$ cat src/rtl/imu_tilt_complementary_filter_macros.svh
// Assertion macros for the tilt filter
`ifndef IMU_TILT_COMPLEMENTARY_FILTER_MACROS_SVH
`define IMU_TILT_COMPLEMENTARY_FILTER_MACROS_SVH

`define ASSERT_IMPLIES(label, clk, rst_n, a, b) \
    label: assert property (@(posedge clk) disable iff (!rst_n) (a) |-> (b)) \
        else $error("assertion failed");

`define ASSERT_NEXT(label, clk, rst_n, a, b) \
    label: assert property (@(posedge clk) disable iff (!rst_n) (a) |=> (b)) \
        else $error("assertion failed");

`endif

$ cat src/rtl/imutcf_pkg.sv
// Shared types, constants and tables of the tilt filter
package imutcf_pkg;

    localparam int CORDIC_STEPS = 16;
    localparam int TABLE_LEN = 24;
    localparam int XW = 33;
    localparam int ZW = 26;

    localparam logic REG_BLEND = 1'b0;
    localparam logic REG_GAIN = 1'b1;

    localparam logic [16:0] BLEND_RESET = 17'd64225;
    localparam logic [15:0] GAIN_RESET = 16'd5114;
    localparam logic [16:0] WEIGHT_ONE = 17'd65536;
    localparam logic signed [21:0] ANGLE_LIMIT = 22'sd46080;
    localparam logic signed [ZW-1:0] HALF_TURN = 26'sd11796480;

    typedef struct packed {
        logic signed [XW-1:0] x;
        logic signed [XW-1:0] y;
        logic signed [ZW-1:0] z;
    } cord_t;

    function automatic logic signed [ZW-1:0] atan_val(input logic [4:0] step);
        logic signed [ZW-1:0] v;
        case (step)
            5'd0: v = 26'sd2949120;
            5'd1: v = 26'sd1740967;
            5'd2: v = 26'sd919879;
            5'd3: v = 26'sd466945;
            5'd4: v = 26'sd234379;
            5'd5: v = 26'sd117304;
            5'd6: v = 26'sd58666;
            5'd7: v = 26'sd29335;
            5'd8: v = 26'sd14668;
            5'd9: v = 26'sd7334;
            5'd10: v = 26'sd3667;
            5'd11: v = 26'sd1833;
            5'd12: v = 26'sd917;
            5'd13: v = 26'sd458;
            5'd14: v = 26'sd229;
            5'd15: v = 26'sd115;
            5'd16: v = 26'sd57;
            5'd17: v = 26'sd29;
            5'd18: v = 26'sd14;
            5'd19: v = 26'sd7;
            5'd20: v = 26'sd4;
            5'd21: v = 26'sd2;
            5'd22: v = 26'sd1;
            default: v = 26'sd0;
        endcase
        return v;
    endfunction

    function automatic cord_t cordic_init(input logic signed [15:0] num,
                                          input logic signed [15:0] den);
        cord_t c;
        c.x = {{3{den[15]}}, den, 14'b0};
        c.y = {{3{num[15]}}, num, 14'b0};
        c.z = '0;
        if (den[15])
        begin
            c.x = -c.x;
            c.y = -c.y;
            c.z = num[15] ? -HALF_TURN : HALF_TURN;
        end
        return c;
    endfunction

endpackage

$ cat src/rtl/imutcf_cordic_cell.sv
// One vectoring CORDIC iteration cell of the chain
module imutcf_cordic_cell (
    input  logic                 clk,
    input  logic                 rst_n,
    input  logic                 valid_in,
    input  imutcf_pkg::cord_t    d_in,
    input  logic [4:0]           step,
    output logic                 valid_out,
    output imutcf_pkg::cord_t    d_out
);

    logic              valid_reg;
    imutcf_pkg::cord_t d_reg;
    imutcf_pkg::cord_t d_next;

    always_comb
    begin
        d_next = d_in;
        if (!d_in.y[imutcf_pkg::XW-1])
        begin
            d_next.x = d_in.x + (d_in.y >>> step);
            d_next.y = d_in.y - (d_in.x >>> step);
            d_next.z = d_in.z + imutcf_pkg::atan_val(step);
        end
        else
        begin
            d_next.x = d_in.x - (d_in.y >>> step);
            d_next.y = d_in.y + (d_in.x >>> step);
            d_next.z = d_in.z - imutcf_pkg::atan_val(step);
        end
    end

    always_ff @(posedge clk or negedge rst_n)
    begin
        if (!rst_n)
            valid_reg <= 1'b0;
        else
            valid_reg <= valid_in;
    end

    always_ff @(posedge clk)
    begin
        if (valid_in)
            d_reg <= d_next;
    end

    assign valid_out = valid_reg;
    assign d_out = d_reg;

endmodule

$ cat config.mk
export PLATFORM = sky130hd
export DESIGN_NAME = imutcf_cordic_cell
export DESIGN_NICKNAME = d
export VERILOG_FILES = /design/src/rtl/imu_tilt_complementary_filter_macros.svh /design/src/rtl/imutcf_pkg.sv /design/src/rtl/imutcf_cordic_cell.sv
export SDC_FILE = /design/constraint.sdc
export NUM_CORES = 1
export LEC_CHECK = 0
export BUFFER_PORTS_ARGS = -buffer_cell sky130_fd_sc_hd__buf_4
export CORE_MARGIN = 1
export CORE_UTILIZATION = 45
export CTS_CLUSTER_DIAMETER = 30
export DETAILED_ROUTE_END_ITERATION = 10
export PLACE_DENSITY = 0.72
export SLEW_MARGIN = 20
export SYNTH_ARGS = -nofsm -noshare
export SYNTH_HDL_FRONTEND = slang
export SYNTH_SLANG_ARGS = --single-unit
$ cat constraint.sdc
create_clock -name clk -period 0.8 [get_ports clk]
set_clock_uncertainty 0.15 [all_clocks]
set_input_delay 0.04 -clock clk [delete_from_list [all_inputs] [get_ports clk]]
set_output_delay 0.04 -clock clk [all_outputs]
set_load 0.05 [all_outputs]
== Word level (Yosys, flattened, before mapping) ==
Memory sizes are Yosys's and may differ from the RTL's.
Index checks and enable logic that the tools add are counted.

* Bits in registers: 93
* Memories: 2
* Word-level logic and storage cells: 17
* Input bits: 100
* Memory bits (read-only): 1408

{| class="wikitable"
|+ Memories
! name !! words !! width !! read ports !! clocked after memory_dff !! wr ports !! line !! RTL
|-
| (no name shown) || 32 || 22 || 1 || 0 || 0 || imutcf_pkg.sv:26 || <nowiki>case (step)</nowiki>
|-
| (no name shown) || 32 || 22 || 1 || 0 || 0 || imutcf_pkg.sv:26 ||
|}

* Add/subtract/negate cells: 6
* Shift operators: 2
* Multiplexer cells: 3

{| class="wikitable"
|+ Operators with widths
! operator !! number
|-
| two-way mux 92 bit || 1
|-
| adder 33 bit || 2
|-
| >>> shifter 33 x 5 -> 33 bit || 2
|-
| subtractor 33 bit || 2
|-
| two-way mux 26 bit || 2
|-
| adder 26 bit || 1
|-
| subtractor 26 bit || 1
|}

== Longest topological paths before layout ==
An unclocked memory read counts as a cell.

* Depth in word-level cells: 4
* Depth in mapped cells: 28
* Depth with buffers taken out: 24

== Worst setup path after synthesis ==
OpenSTA, ideal clock, no wires.

* Path kind: input -> register
* Start point: input port step[1]
* End point: register d_reg, in the netlist d_out[56], data pin
* Stages on the path: 23
* Setup slack: -4366 ps
* Data required time: 365 ps
* Library setup time: 285 ps
* Buffers on the path: 5
* Arrival: 4731 ps
* Path through: buf_2 buf_6 buf_6 buf_4 buf_2 mux4_2 mux4_2 mux2i_4 nand2_1 or2_1 o21ai_0 xnor2_1 ha_1 a21o_1 a21o_1 a21oi_1 o21ai_0 a21oi_1 o21ai_0 o41ai_1 o31ai_1 a311oi_1 a2111oi_0

{| class="wikitable"
|+ RTL lines
! element !! line !! RTL
|-
| from (decl) || imutcf_cordic_cell.sv:7 || <nowiki>input logic [4:0] step,</nowiki>
|-
| to (signal assigned) || imutcf_cordic_cell.sv:44 || <nowiki>d_reg <= d_next;</nowiki>
|-
| to (decl) || imutcf_cordic_cell.sv:13 || <nowiki>imutcf_pkg::cord_t d_reg;</nowiki>
|}

==> run metrics <==
startpoint types input port; clock buffer count from CTS 9; post-route ant nets 0; final core occ 0.800; leading cell types in the layout, fill and taps excluded buf_4, buf_6, nand2_1, nor2_1, xnor2_1; DIE AREA 33100 um2; final worst slack -3.96 ns; post-synthesis compound-gate area fraction 0.205; Most used DFF post-synth edfxtp_1; post-synthesis mux area share 0.216; crit path to d_out[90]$_DFFE_PP_; H-tree levels 3; worst slack at placement -4.62 ns; CTS Buffer Depth 2; Post-route DRC 0; initial antenna violation count 0; CORE AREA 31700 um2; largest family of logic cells by synthesized area multiplexers; gpl congestion 1.00; vias 18400; CP Capture Type register; asr flop ratio synth 0.0108; Area Growth Syn to Fin 74.3%; Fin Hold WS -0.206 ns; CP cell instances buf_16 > buf_12 > mux4_2 > mux2_4 > a32o_2 > a311oi_4 > nand2_4 > buf_6 > nor2_4 > a21oi_2 > xor2_1 > ha_1 > a21oi_2 > o22ai_2 > or3_4 > a31oi_4 > o31ai_4 > a41o_1 > a21o_1 > a21oi_4 > o211ai_1 > xor2_1; commonest non-fill, non-tap cell in the layout buf_4; FMAX 0.210 GHz; leakage 11.2 nW; CP Max Fanout 6; Starting Density 0.459; row count 65; WP depth 22; Post-synth EDFFs 92; largest net degree at the start of global routing 46; Root Buffer clkbuf_16; fillcell total 1902; I/O pin cnt 193; Synth Area in Simple Gates 0.148; Slew @ Worst Pin 0.682 ns; clock-pin slew on the worst setup and hold paths 0.08 ns; IO buf count 192; critical path arrival 4.76 ns; drt first pass iters 6; Worst Path Required 0.79 ns; Power Density 1840 nW/um2; beginning of the critical path step[0]; syn_area_per_cell 9.28 um2; crit path buf inv count 3; Hold Crit Class in -> reg; CTS tree built; syn_nets 1770; xor and xnor area share after synthesis 0.0933; Initial DRC Count 2096; Slowest cell on crit path mux4_2; status finished, violations left; total grt overflow 0; Via-to-Cell Ratio 6.33; Peak VDD IR 1.67 mV; Detailed Place HPWL 50800 um; Setup-failing EPs final 185; Hold Fails Final Rpt 7; Adder-Cell Fraction of Synth Area 0.0892; final worst-path cycle share 5.96; number of global-route vias before repair 17700; chip height 182 um; share of cells above drive strength 1 0.599; CP top delay family compound AO/OA/AOI/OAI gates; slowest stage delay, CP 0.55 ns; RSZ-0062 raised after global routing yes; Crit Path Class in -> reg; Yosys warning count 0; sequential share of the synthesized area 0.192; clk sinks 93; hold_buf cts 2; Slew HR 0.545; Tot GR Track Use 0.392; # diodes 0; Cell Area, Synth 14600 um2; first-pass GRT wire length 99200 um; WL final 73500 um; Slew Limit Fails 0; distinct cell type count after synthesis 102; Max Cap Viol 0; failing checks hold timing, setup timing; die width 182 um; post-route minimum period 4.76 ns; Pwr Total 46.7 mW; post-synthesis register bit count 93; DR WL/cell 25.2 um; Mapped Cells 1568; nets 2708
[layer usage]
| metal | wire length, um | vias to the layer above | global-route usage |
|---|---|---|---|
| li1 | - | 7913 | - |
| met1 | 26800 | 8963 | 0.479 |
| met2 | 35900 | 1231 | 0.676 |
| met3 | 6310 | 329 | 0.0513 |
| met4 | 4470 | 0 | 0.196 |
| met5 | 0 | - | 0 |
[synthesized netlist by cell type, drive strengths merged (5+ instances only)]
| cell | count | share of area |
|---|---|---|
| or2 | 11 | 0.0049 |
| a41oi | 6 | 0.0046 |
| a211oi | 10 | 0.0055 |
| o211ai | 13 | 0.0071 |
| o21bai | 15 | 0.0077 |
| nor2b | 21 | 0.0090 |
| o221ai | 5 | 0.0030 |
| o21ai | 83 | 0.029 |
| xor2 | 51 | 0.031 |
| o41ai | 5 | 0.0030 |
| nor2 | 130 | 0.035 |
| a311oi | 6 | 0.0048 |
| buf | 66 | 0.036 |
| o21a | 13 | 0.0067 |
| mux2 | 18 | 0.014 |
| mux4 | 96 | 0.15 |
| mux2i | 71 | 0.051 |
| a21boi | 5 | 0.0026 |
| clkbuf | 25 | 0.0070 |
| o31ai | 6 | 0.0031 |
| inv | 54 | 0.014 |
| a21o | 40 | 0.021 |
| o2111ai | 6 | 0.0036 |
| or3 | 6 | 0.0026 |
| a22oi | 10 | 0.0055 |
| a21oi | 131 | 0.045 |
| and2 | 10 | 0.0043 |
| nand4 | 7 | 0.0030 |
| nand2b | 13 | 0.0061 |
| nand2 | 124 | 0.032 |
| nand3 | 41 | 0.014 |
| edfxtp | 92 | 0.19 |
| a31oi | 32 | 0.014 |
| nor3 | 28 | 0.011 |
| and3 | 11 | 0.0047 |
| ha | 99 | 0.085 |
| o22ai | 31 | 0.013 |
| xnor2 | 104 | 0.063 |
[registers in the layout, summed over array words and instances, names as in the netlist]
signal,cells
d_out,92
valid_out,1
[through the flow]
| step | cells | setup TNS (ns) | instance area, um2 |
|---|---|---|---|
| after floorplan | 1568 | -282.33 | 15200 |
| after CTS | 2865 | -312.41 | 23700 |
| after detailed placement | 2776 | -349.55 | 21800 |
| final | 2913 | -326.92 | 25400 |
| after global routing | 2913 | -337.98 | 25400 |
| after global placement | 2776 | -339.61 | 21800 |
[final cells by class]
| class | instances | area (um2) | share of cell area |
|---|---|---|---|
| multi-input cells | 1330 | 12900 | 0.509 |
| flip-flops and latches | 93 | 2790 | 0.110 |
| clock inverters | 6 | 110 | 0.00434 |
| well taps | 402 | 503 | 0.0198 |
| clock buffers | 10 | 229 | 0.00903 |
| inverters | 54 | 226 | 0.00893 |
| repair buffers | 1018 | 8600 | 0.339 |
[worst min path at each step]
stage	startpoint	to	slack, ns	depth (start not counted)
CTS	valid_in	d_out[46]$_DFFE_PP_	-0.22	1
global placement	rst_n	valid_out$_DFF_PN0_	-0.33	1
detailed placement	rst_n	valid_out$_DFF_PN0_	-0.33	1
finish	valid_in	d_out[46]$_DFFE_PP_	-0.21	1
floorplan	rst_n	valid_out$_DFF_PN0_	-0.41	0
global route	valid_in	d_out[46]$_DFFE_PP_	-0.22	1
[kinds of logic after synthesis]
family,Yosys count
buf+inv,145
simple gates,431
xor+xnor,155
fa+ha+maj,102
flops,93
compound gates,457
mux,185
[power breakdown]
part	internal (mW)	total, mW	switching (mW)	leakage (nW)
clock	3.06	5.29	2.23	0.161
sequential	7.26	7.86	0.600	0.912
combinational	15.7	33.6	17.9	10.1
[timing repair]
item                       in CTS  in global routing
gates resized for setup       225                263
cloned                          2                  5
pin swaps                     113                214
hold endpoints to repair       17                  5
setup endpoints to repair     185                185
buffers inserted               78                 69
(Power assumes the default switching activity.)
