<file path="config.mk">
export PLATFORM = sky130hd
export DESIGN_NAME = imutcf_blend
export DESIGN_NICKNAME = d
export VERILOG_FILES = /design/src/rtl/imu_tilt_complementary_filter_macros.svh /design/src/rtl/imutcf_pkg.sv /design/src/rtl/imutcf_blend.sv
export SDC_FILE = /design/constraint.sdc
export NUM_CORES = 2
export LEC_CHECK = 0
export BUFFER_PORTS_ARGS = -buffer_cell sky130_fd_sc_hd__buf_2
export CAP_MARGIN = 15
export CORE_UTILIZATION = 60
export CTS_CLUSTER_DIAMETER = 60
export CTS_CLUSTER_SIZE = 14
export DETAILED_ROUTE_END_ITERATION = 10
export GPL_ROUTABILITY_DRIVEN = 0
export HOLD_SLACK_MARGIN = 0.02
export PLACE_DENSITY_LB_ADDON = 0.3
export SLEW_MARGIN = 20
export SYNTH_ARGS = -nofsm -noshare
export SYNTH_HDL_FRONTEND = slang
export SYNTH_SLANG_ARGS = --single-unit
</file>
<file path="constraint.sdc">
create_clock -name clk -period 15 [get_ports clk]
set_input_delay 2.25 -clock clk [delete_from_list [all_inputs] [get_ports clk]]
set_output_delay 2.25 -clock clk [all_outputs]
set_load 0.01 [all_outputs]
</file>
<file path="src/rtl/imu_tilt_complementary_filter_macros.svh">
// Assertion macros for the tilt filter
`ifndef IMU_TILT_COMPLEMENTARY_FILTER_MACROS_SVH
`define IMU_TILT_COMPLEMENTARY_FILTER_MACROS_SVH

`define ASSERT_IMPLIES(label, clk, rst_n, a, b) \
    label: assert property (@(posedge clk) disable iff (!rst_n) (a) |-> (b)) \
        else $error("assertion failed");

`define ASSERT_NEXT(label, clk, rst_n, a, b) \
    label: assert property (@(posedge clk) disable iff (!rst_n) (a) |=> (b)) \
        else $error("assertion failed");

`endif

</file>
<file path="src/rtl/imutcf_pkg.sv">
// Shared types, constants and tables of the tilt filter
package imutcf_pkg;

    localparam int CORDIC_STEPS = 16;
    localparam int TABLE_LEN = 24;
    localparam int XW = 33;
    localparam int ZW = 26;

    localparam logic REG_BLEND = 1'b0;
    localparam logic REG_GAIN = 1'b1;

    localparam logic [16:0] BLEND_RESET = 17'd64225;
    localparam logic [15:0] GAIN_RESET = 16'd5114;
    localparam logic [16:0] WEIGHT_ONE = 17'd65536;
    localparam logic signed [21:0] ANGLE_LIMIT = 22'sd46080;
    localparam logic signed [ZW-1:0] HALF_TURN = 26'sd11796480;

    typedef struct packed {
        logic signed [XW-1:0] x;
        logic signed [XW-1:0] y;
        logic signed [ZW-1:0] z;
    } cord_t;

    function automatic logic signed [ZW-1:0] atan_val(input logic [4:0] step);
        logic signed [ZW-1:0] v;
        case (step)
            5'd0: v = 26'sd2949120;
            5'd1: v = 26'sd1740967;
            5'd2: v = 26'sd919879;
            5'd3: v = 26'sd466945;
            5'd4: v = 26'sd234379;
            5'd5: v = 26'sd117304;
            5'd6: v = 26'sd58666;
            5'd7: v = 26'sd29335;
            5'd8: v = 26'sd14668;
            5'd9: v = 26'sd7334;
            5'd10: v = 26'sd3667;
            5'd11: v = 26'sd1833;
            5'd12: v = 26'sd917;
            5'd13: v = 26'sd458;
            5'd14: v = 26'sd229;
            5'd15: v = 26'sd115;
            5'd16: v = 26'sd57;
            5'd17: v = 26'sd29;
            5'd18: v = 26'sd14;
            5'd19: v = 26'sd7;
            5'd20: v = 26'sd4;
            5'd21: v = 26'sd2;
            5'd22: v = 26'sd1;
            default: v = 26'sd0;
        endcase
        return v;
    endfunction

    function automatic cord_t cordic_init(input logic signed [15:0] num,
                                          input logic signed [15:0] den);
        cord_t c;
        c.x = {{3{den[15]}}, den, 14'b0};
        c.y = {{3{num[15]}}, num, 14'b0};
        c.z = '0;
        if (den[15])
        begin
            c.x = -c.x;
            c.y = -c.y;
            c.z = num[15] ? -HALF_TURN : HALF_TURN;
        end
        return c;
    endfunction

endpackage

</file>
<file path="src/rtl/imutcf_blend.sv">
// Weighted blend of gyro and accelerometer angle with rounding and saturation
module imutcf_blend (
    input  logic                                clk,
    input  logic                                rst_n,
    input  logic                                valid_in,
    input  logic                                take,
    input  logic signed [imutcf_pkg::ZW-1:0]    acc,
    input  logic                                zero,
    input  logic signed [16:0]                  prev,
    input  logic signed [15:0]                  gyro,
    input  logic [15:0]                         gain,
    input  logic [16:0]                         weight,
    output logic                                res_valid,
    output logic signed [16:0]                  res
);

    logic                             v1_reg, v2_reg, v3_reg;
    logic signed [32:0]               gg_reg;
    logic signed [imutcf_pkg::ZW-1:0] acc1_reg, acc2_reg, acc3_reg;
    logic [16:0]                      a1_reg, a2_reg;
    logic signed [35:0]               d_reg;
    logic [34:0]                      plo_reg;
    logic signed [35:0]               phi_reg;
    logic signed [53:0]               t;
    logic signed [21:0]               r;

    always_ff @(posedge clk or negedge rst_n)
    begin
        if (!rst_n)
        begin
            v1_reg <= 1'b0;
            v2_reg <= 1'b0;
            v3_reg <= 1'b0;
        end
        else
        begin
            v1_reg <= valid_in;
            v2_reg <= v1_reg;
            v3_reg <= v2_reg | (v3_reg & ~take);
        end
    end

    always_ff @(posedge clk)
    begin
        if (valid_in)
        begin
            gg_reg <= gyro * $signed({1'b0, gain});
            acc1_reg <= zero ? '0 : acc;
            a1_reg <= (weight > imutcf_pkg::WEIGHT_ONE) ? imutcf_pkg::WEIGHT_ONE : weight;
        end
        if (v1_reg)
        begin
            d_reg <= ({{3{prev[16]}}, prev, 16'b0}) + 36'(gg_reg)
                   - ({{2{acc1_reg[imutcf_pkg::ZW-1]}}, acc1_reg, 8'b0});
            acc2_reg <= acc1_reg;
            a2_reg <= a1_reg;
        end
        if (v2_reg)
        begin
            plo_reg <= a2_reg * d_reg[17:0];
            phi_reg <= $signed({1'b0, a2_reg}) * $signed(d_reg[35:18]);
            acc3_reg <= acc2_reg;
        end
    end

    always_comb
    begin
        t = (54'(phi_reg) <<< 18) + $signed({19'b0, plo_reg})
          + (54'(acc3_reg) <<< 24) + $signed(54'h8000_0000);
        r = t[53:32];
        if (r > imutcf_pkg::ANGLE_LIMIT)
            r = imutcf_pkg::ANGLE_LIMIT;
        else if (r < -imutcf_pkg::ANGLE_LIMIT)
            r = -imutcf_pkg::ANGLE_LIMIT;
    end

    assign res_valid = v3_reg;
    assign res = r[16:0];

endmodule

</file>
## Word-level counts from Yosys, hierarchy flattened

Index checks and enable logic that the tools add are counted.

| storage, ports and cells | value |
|---|---|
| logic and storage cells | 28 |
| bits in registers | 254 |
| input port bits | 97 |
| output and inout port bits | 18 |

| operators by class | value |
|---|---|
| bitwise gates (word level) | 3 |
| multipliers | 3 |
| $add $sub $neg | 5 |
| magnitude comparators | 3 |
| muxes and demuxes | 2 |

Operators with widths:

| cell | number |
|---|---|
| 54-bit by 33-bit adder with 54-bit output (second input constant) | 1 |
| 54-bit by 36-bit adder with 54-bit output | 1 |
| 54-bit by 50-bit adder with 54-bit output | 1 |
| 17-bit by 18-bit multiplier with 35-bit output | 1 |
| 18-bit by 17-bit multiplier with 35-bit output | 1 |
| 34-bit by 34-bit subtractor with 35-bit output | 1 |
| 33-bit by 33-bit adder with 34-bit output | 1 |
| 17-bit 2-to-1 mux | 2 |
| 16-bit by 17-bit multiplier with 33-bit output | 1 |
| 22-bit by 17-bit greater-than comparator with 1-bit output (second input constant) | 1 |
| 22-bit by 17-bit < comparator with 1-bit output (second input constant) | 1 |
| 17-bit greater-than comparator (second input constant) | 1 |
| 1-bit AND | 1 |
| 1-bit NOT | 1 |
| 1-bit OR | 1 |

## Depth between registers and ports, before layout

| logic depth | value |
|---|---|
| word-level depth | 6 |
| gate-level depth with buffers | 27 |
| mapped depth without buffers | 26 |

## Least setup slack after synthesis

No wires, ideal clock.

| timing path | value |
|---|---|
| kind | input -> register |
| start | in gyro[7] |
| end | reg gg_reg[32], data pin |
| required time | 14.740 ns |
| slack | 6.583 ns |
| cell stages on the path | 26 |
| arrival time | 8.158 ns |
| cells stage by stage | clkbuf_1 > nand2_1 > fa_1 > inv_1 > fa_1 > inv_1 > fa_1 > inv_1 > fa_1 > fa_1 > inv_1 > fa_1 > inv_1 > ha_1 > and3_1 > a221oi_1 > nor2_1 > a21oi_1 > a31oi_1 > o21a_1 > o21a_1 > o21ai_0 > nor3_1 > or3_1 > a21oi_1 > xnor2_1 |

| between the ends | value |
|---|---|
| longest elaborated chain between the ends | 1 |

RTL lines:

| item | RTL line | source |
|---|---|---|
| from (decl) | imutcf_blend.sv:10 | `input logic signed [15:0] gyro,` |
| 16-bit by 17-bit multiplier with 33-bit output | imutcf_blend.sv:47 | `gg_reg <= gyro * $signed({1'b0, gain});` |
| to (signal assigned) | imutcf_blend.sv:47 |  |
| to (decl) | imutcf_blend.sv:18 | `logic signed [32:0] gg_reg;` |

Every way passes these cells.
A chain may end at the register's enable or synchronous reset.

## Final worst setup path

| timing path | value |
|---|---|
| start | reg a2_reg[8] |
| end | reg plo_reg[34], data pin |

| between the ends | value |
|---|---|
| longest elaborated chain between the ends | 1 |

RTL lines:

| item | RTL line | source |
|---|---|---|
| from (decl) | imutcf_blend.sv:20 | `logic [16:0] a1_reg, a2_reg;` |
| from (signal assigned) | imutcf_blend.sv:56 | `a2_reg <= a1_reg;` |
| 17-bit by 18-bit multiplier with 35-bit output | imutcf_blend.sv:60 | `plo_reg <= a2_reg * d_reg[17:0];` |
| to (signal assigned) | imutcf_blend.sv:60 |  |
| to (decl) | imutcf_blend.sv:22 | `logic [34:0] plo_reg;` |

Every way passes these cells.

==> results.toml <==
[logic_synthesis]
yosys.cell_count.top_type = "inv_1"
yosys_warnings = 0
synth-edff-count = 232
synth_cells = 4100
synth-main-ff-cell = "edfxtp_1"
synth-seq-area-share = 0.176
yosys_register_bits = 235
syn_nets = 5366
synth_top_area_cell = "fa_1"
ys_async_sr_fraction = 0.0128
yosys.cell_types.count = 68
synthesis.area_um2 = 40000
syn_avg_cell_area_um2 = 9.77
synth_top_cells_by_count = "886 x inv_1, 685 x fa_1, 484 x ha_1"
synth_area_leaders = "fa_1 34%, edfxtp_1 17%, ha_1 15%"
synth_top_area_frac = 0.342

[floorplanning]
die_h_um = 260
die-area_um2 = 67800
top_level_ports = 115
rows = 94
initial_core_util = 0.608
coreArea_um2 = 65900
dieWidth_um = 260

[worst_setup_path]
cp_cell_sequence = "buf_4, nand2_1, fa_1, inv_1, fa_1, inv_1, fa_1, inv_1, fa_1, fa_1, inv_1, fa_1, inv_1, ha_1, nor2b_1, o311a_1, a211oi_1, o211ai_1, a221oi_1, o21ai_1, or4_1, a31oi_1, o21bai_1, xnor2_1"
crit_path_frequent_cell = "fa_1"
crit_path_max_incr_delay_ps = 880
cp_top_family = "adder cells"
path_buf_inv = 6
cp_max_fo = 18
cp-start-kind = "flop"
cp_data_arrival_time_ps = 8900
crit_required_ps = 15310
path_class = "reg -> reg"
end_kind = "flop"
critical-path-slowest-cell = "edfxtp_1"

[sta]
fmax_mhz = 116
worstMarginPinSlew_ps = 1070
max-slew-margin-rel = 0.290
hold_violations = 0
slew_violations = 0
period_needed_ps = 8590
fin_crit_sh = 0.573
setup_viol = 0
final.setup_skew_ps = 37.3
tns_ps = 0
rsz0062_at_grt = "no"

[finish]
fin_nets = 5397
seq_area_um2 = 7050
multi_input_area_um2 = 29200
drive_above_1_share = 0.0460
area_growth_pct = 5.63
fillers = 5291

[routing]
ant_nets = 0
drt-total-wl_mm = 89.8
dr.pass1.iters = 6
via_per_inst = 5.50
via_count = 27600
drc = 0
wl_per_cell_um = 17.9
initialDrtViolationCount = 1748

[cts]
ctsHoldBuffers = 0
cts_tree = "done"
cts_root_buf = "clkbuf_16"
cts_max_level = 1
postCtsResizedCells = 0
path_clk_slew_ps = 60
cts_max_path_buffers = 3
tritoncts.num_buffers = 28
cts_setup_buffers = 0
insertion_delay_ps = 580
clock_sinks = 235

[global_routing]
grt_pass1_vias = 29600
grt_max_degree = 80
antenna_found_initial = 15
gr-total-overflow = 0
grt_usage = 0.277
grt_first_pass_wirelength_mm = 148

[placement]
port_buffers = 114
hpwl_mm = 71.8

[hold_path]
hold_path_class = "reg -> reg"

[outcome]
outcome = "finished clean"

[job]
drv_cap = 0
-- layout make-up --
type                    instances  share of cell area
multi-input cells            2842               0.689
flip-flops and latches        235               0.167
inverters                     887              0.0787
well taps                     864              0.0256
repair buffers                137              0.0176
clock buffers                  36              0.0175
clock inverters                13             0.00414
diodes                          7            0.000414
-- cells by family after synthesis --
family / after synthesis / share of synthesized area
xor gates and xnor gates: 115 / 0.0252
adders and majority gates: 1169 / 0.494
and+or+nand+nor: 1210 / 0.152
buffers and inverters: 1023 / 0.0960
AOI/OAI and AO/OA: 348 / 0.0575
DFF: 235 / 0.176
-- cells in the final DEF, fill, tap and decap left out, drive strengths merged, types with 5 or more instances in the layout --
cell,count
o211ai,9
nor2b,61
a21boi,8
ha,484
nand4,15
fa,685
o21ai,54
a21oi,106
nor2,105
nand2,473
edfxtp,232
o21bai,20
clkbuf,36
nand3,27
xor2,21
or4,6
inv,892
o41ai,5
o31ai,7
xnor2,94
and3,25
a31oi,11
buf,137
a221oi,7
and2,409
a21o,44
o21a,23
diode,7
clkinv,8
or3,10
a31o,6
nor3,33
a211oi,16
nand2b,27
-- worst reg2reg max path, delay by kind of cell, from the launching register on --
family / cells / cell delay, ps
AO/OA/AOI/OAI: 7 / 2590
XOR/XNOR: 1 / 130
adder cells (fa/ha/maj): 7 / 3310
buffers and inverters: 6 / 650
flip-flops: 1 / 880
AND/OR/NAND/NOR: 3 / 770
-- stage by stage --
stage / hold WS (ps) / util / worst slack (ps) / std cells / area, um2
3_5_place_dp: 405 / 0.628 / 6010 / 4965 / 41400
4_1_cts: 415 / 0.642 / 6490 / 5014 / 42300
2_1_floorplan: 400 / - / 6580 / 4100 / 40000
5_1_grt: 421 / 0.642 / 6070 / 5016 / 42300
3_3_place_gp: 401 / 0.628 / 6170 / 4965 / 41400
6_report: 413 / 0.642 / 6410 / 5021 / 42300
-- worst paths after layout --
kind	slack, ps	end	start	cells after the start
max	6410	plo_reg[34]	a2_reg[8]	24
min	410	a2_reg[9]	a1_reg[9]	0
max reg2reg	6410	plo_reg[34]	a2_reg[8]	24
min reg2reg	410	a2_reg[9]	a1_reg[9]	0
max in group asynchronous	13440	v1_reg	rst_n	1
min in group asynchronous	1450	v2_reg	rst_n	1
-- per-layer routing --
metal  wire length (um)  up-vias  GRT usage  part of all wire
met5                110        -          0            0.0012
met4               3060       16     0.0926             0.034
met3               6640      208     0.0476             0.074
met2              43100      940      0.466              0.48
met1              36800    13700      0.366              0.41
li1                   -    12800          -                 -
Power is left out: the tool's default activity adds up to more than one toggle a clock period on the data nets, which glitch-free logic cannot reach.
